===== src/rtl/ffra_ram.sv =====
module ffra_ram #(
  parameter int unsigned WIDTH = 8,
  parameter int unsigned DEPTH = 64
) (
  input  logic                     clk,
  input  logic                     we,
  input  logic [$clog2(DEPTH)-1:0] waddr,
  input  logic [WIDTH-1:0]         wdata,
  input  logic [$clog2(DEPTH)-1:0] raddr,
  output logic [WIDTH-1:0]         rdata
);

  logic [WIDTH-1:0] mem [DEPTH];

  always_ff @(posedge clk) begin
    if (we) begin
      mem[waddr] <= wdata;
    end
    rdata <= mem[raddr];
  end

endmodule


===== config.mk =====
export PLATFORM = sky130hd
export DESIGN_NAME = ffra_ram
export DESIGN_NICKNAME = d
export VERILOG_FILES = /design/src/rtl/ffra_ram.sv
export SDC_FILE = /design/constraint.sdc
export NUM_CORES = 1
export LEC_CHECK = 0
export BUFFER_PORTS_ARGS = -buffer_cell sky130_fd_sc_hd__buf_4
export CORE_MARGIN = 3
export CORE_UTILIZATION = 35
export CTS_CLUSTER_SIZE = 8
export DETAILED_ROUTE_END_ITERATION = 10
export PLACE_DENSITY_LB_ADDON = 0.12
export SLEW_MARGIN = 5
export SYNTH_ARGS = -nofsm -noshare
export SYNTH_HDL_FRONTEND = slang
export SYNTH_SLANG_ARGS = --single-unit

===== constraint.sdc =====
create_clock -name clk -period 3.8 [get_ports clk]
set_input_delay 0.19 -clock clk [delete_from_list [all_inputs] [get_ports clk]]
set_output_delay 0.19 -clock clk [all_outputs]
set_load 0.005 [all_outputs]

# After elaboration in Yosys (flattened, before gate mapping)
# Memories as Yosys holds them, arrays and structs flattened. A register that Yosys moved wholly into a read port is not among the register bits.
# Cells that the tools add are included.
[classes]
n_mux = 2
[ops]
columns = ["operator", "n"]
rows = [
  ["$mux 1", 2],
]
[totals]
register_bits = 0
ramBits = 512
input_bits = 22
output_inout_bits = 8
word_cells = 3
memories = 1
[mem_list]
columns = ["memory", "depth", "width", "read_ports", "rd_ports_with_merged_regs", "wr", "line_no", "rtl"]
rows = [
  ["mem", 64, 8, 1, 1, 1, "13", "logic [WIDTH-1:0] mem [DEPTH];"],
]

# Logic depth before layout (Yosys ltp)
[depth]
ltp_word = 2
ltp_mapped = 9
depth_no_buf = 5

# Least setup slack after synthesis
# No wires, ideal clock.
[synth_timing]
path_kind = "input to register"
from = "input port raddr[1]"
to = "register rdata[3] (read register of mem)"
setup_time_ps = 128
t_arrival_ps = 1730
t_required_ps = 3672
setup_slack_ps = 1942
stages = 7
path_buffers = 3
cell_sequence = "buf_4 buf_2 buf_2 mux4_2 mux4_2 o21ai_1 o41ai_1"
[synth_rtl]
columns = ["element", "line_no", "rtl"]
rows = [
  ["from (decl)", "9", "input logic [$clog2(DEPTH)-1:0] raddr,"],
  ["to (decl)", "10", "output logic [WIDTH-1:0] rdata"],
]

==> impl_metrics.py <==
metrics = {
    "cells_and_area": {
        "register_area_um2": 15500,
        "layout-drive-gt1-share_pct": 26.3,
        "diodes": 0,
        "fin_util_pct": 41.0,
        "num-nets-final": 1037,
        "multiInputGateArea_um2": 4330,
        "syn_to_final_growth_pct": 15.4,
        "nFillCells": 4973,
    },
    "clocking": {
        "clkTransAtPathRegs_ns": 0.05,
        "cts_tree": "yes",
        "worstSkewPairLatency_ns": 0.59,
        "clockRootBuffer": "clkbuf_16",
        "cts_buffers": 74,
        "cts_resized": 0,
        "cts.sinks": 520,
        "h-tree-depth": 3,
        "cts_max_path_buffers": 3,
    },
    "critical_path": {
        "crit_required_ns": 4.24,
        "cp-start-kind": "register",
        "cp-end-kind": "register",
        "reg2regPathDepth": 4,
        "crit_type": "reg -> reg",
        "crit_path_max_fanout": 1,
        "crit_arrival_ns": 2.63,
    },
    "synth": {
        "synth_common_cells": "edfxtp_1, mux4_2, nor2_1, mux2i_1, nand2_1",
        "synth_edf_count": 512,
        "synth-xor-area-share_pct": 0,
        "synth-simple-area-share_pct": 3.39,
        "ys_types": 40,
        "syn_area_per_cell_um2": 21.5,
        "synthCells": 940,
        "ys_seq_elements": 520,
        "synth_compound_area_share_pct": 2.07,
        "synthArstFlopShare_pct": 0,
        "synthAdderAreaFrac_pct": 0,
        "yosys.area.top_type": "edfxtp_1",
        "yosysMostFrequentCell": "edfxtp_1",
        "syn_area_um2": 20200,
        "synth_top_area_share_pct": 76.2,
        "synth-main-ff-cell": "edfxtp_1",
        "synth_area_leaders": "edfxtp_1, mux4_2, nor2_1, mux2i_1, dfxtp_1",
        "synth_top_family_by_area": "multiplexers",
        "yosysWarnings": 0,
        "synth_mux_area_share_pct": 15.9,
        "syn_nets": 962,
        "ys_seq_area_share_pct": 77.0,
    },
    "route": {
        "dr_total_vias": 9595,
        "drtIter0Drc": 777,
        "drc": 0,
        "vias_per_cell": 5.36,
        "wl_um": 49500,
        "first_pass_iters": 5,
        "ant_nets": 0,
        "wire_per_inst_um": 27.7,
    },
    "timing": {
        "slew_headroom_pct": 29.4,
        "slew_violations": 0,
        "fin_crit_ns": 2.20,
        "skew_ns": 0.0211,
        "setup_viol_count_final": 0,
        "period_share_pct": 57.8,
        "max_freq_ghz": 0.455,
        "max_slew.worst_pin.slew_ns": 1.05,
        "hold_viol": 0,
        "tns_ns": 0,
        "rsz0062_at_grt": "false",
    },
    "flow_run": {
        "max_cap_violations": 0,
    },
    "global_route": {
        "grt_start_max_net_pins": 65,
        "grt_pass1_wl_um": 72500,
        "grtUsageTotal_pct": 16.8,
        "antenna_found_initial": 1,
        "grt.overflow.total": 0,
        "grt_pass1_vias": 9925,
    },
    "min_path": {
        "worstHoldPathType": "in -> reg",
        "hold_depth": 2,
    },
    "power_and_ir_drop": {
        "p_per_area_nw_per_um2": 555,
        "p_leak_nw": 7.21,
        "power_mw": 12.9,
        "peakVddDrop_v": 0.000260,
    },
    "placement": {
        "port_buffers": 29,
        "globalplace.congestion": 0.725,
        "dp_hpwl_um": 29100,
    },
    "floorplanning": {
        "die_x_um": 246,
        "die-area_um2": 60500,
        "die_h_um": 246,
        "start_util_pct": 35.6,
        "rows": 87,
        "io_pins": 30,
        "core_area_um2": 56700,
    },
    "outcome": {
        "outcome": "finished clean",
    },
}
## critical path, cell delays in order, from the launching register on
cell       delay [ns]
edfxtp_1         0.35
mux4_2           0.48
mux2_2           0.30
a221oi_1         0.76
o2bb2ai_1        0.15
## per-stage QoR
stage          area, um^2  setup slack (ns)  hold slack (ns)  std cells
4_1_cts             23300              1.55           0.0798       1789
3_5_place_dp        21200              1.00            0.580       1694
6_report            23300              1.60            0.113       1789
3_3_place_gp        21200              1.01            0.578       1694
2_1_floorplan       20200              1.94            0.289        940
5_1_grt             23300              1.48            0.115       1789
## flip-flops by register name, summed over array words and instances (netlist names)
name   flops
mem      512
rdata      8
## power breakdown
part / total, mW / internal [mW] / switching (mW)
sequential: 6.38 / 6.36 / 0.0193
clock: 5.93 / 3.67 / 2.27
combinational: 0.603 / 0.227 / 0.376
## cells in the final DEF (no fill, tap or decap), types with 3 or more instances in the layout
cell type / synthesis / routed
mux2i_1: 23 / 23
a211oi_1: 4 / 4
nor2b_1: 14 / 14
edfxtp_1: 512 / 512
a21oi_1: 3 / 3
nand2b_1: 7 / 7
o2111ai_1: 3 / 3
nand2_1: 19 / 19
nand3_1: 13 / 13
buf_4: 13 / 44
a221oi_1: 6 / 6
o2bb2ai_1: 3 / 3
buf_12: 2 / 4
clkbuf_1: 17 / 14
a22oi_1: 3 / 3
nor2_1: 83 / 83
nor3_1: 7 / 5
mux4_2: 126 / 126
o221ai_1: 8 / 8
mux2_2: 13 / 13
clkbuf_16: 0 / 79
o22ai_1: 8 / 8
dfxtp_1: 8 / 8
nand3b_1: 3 / 3
## metal layers
metal / wire, um / up-vias / track usage [%]
met5: 20 / - / 0
met4: 1150 / 2 / 5.89
met3: 2700 / 65 / 3.72
met2: 22700 / 272 / 25.2
met1: 22900 / 5203 / 24.4
li1: - / 4053 / -
## worst paths after layout
kind	startpoint	end	slack (ns)
worst max register to register	mem[46][1]	rdata[1]	1.60
worst min-delay path	waddr[2]	mem[49][7]	0.11
worst max-delay path	mem[46][1]	rdata[1]	1.60
worst min register to register	mem[26][6]	rdata[6]	0.82
## what timing repair did
item,4_1_cts,5_1_grt
hold buffers,1,0
endpoints found under the hold margin,4,0
setup buffers,0,0
## cells by family (layout without fill, tap and decap cells)
family | after synthesis | in the layout
flip-flops | 520 | 520
multiplexers | 162 | 162
AND/OR/NAND/NOR | 153 | 153
AO/OA/AOI/OAI | 54 | 54
buffers and inverters | 51 | 144
## cell type report
class | count | area share [%]
tap | 756 | 4.06
sequential | 520 | 66.7
timing repair buffer | 50 | 1.87
multi-input combinational | 369 | 18.6
clock inverter | 1 | 0.0376
clock buffer | 93 | 8.72
No activity file was read; power rests on OpenSTA's default activity.
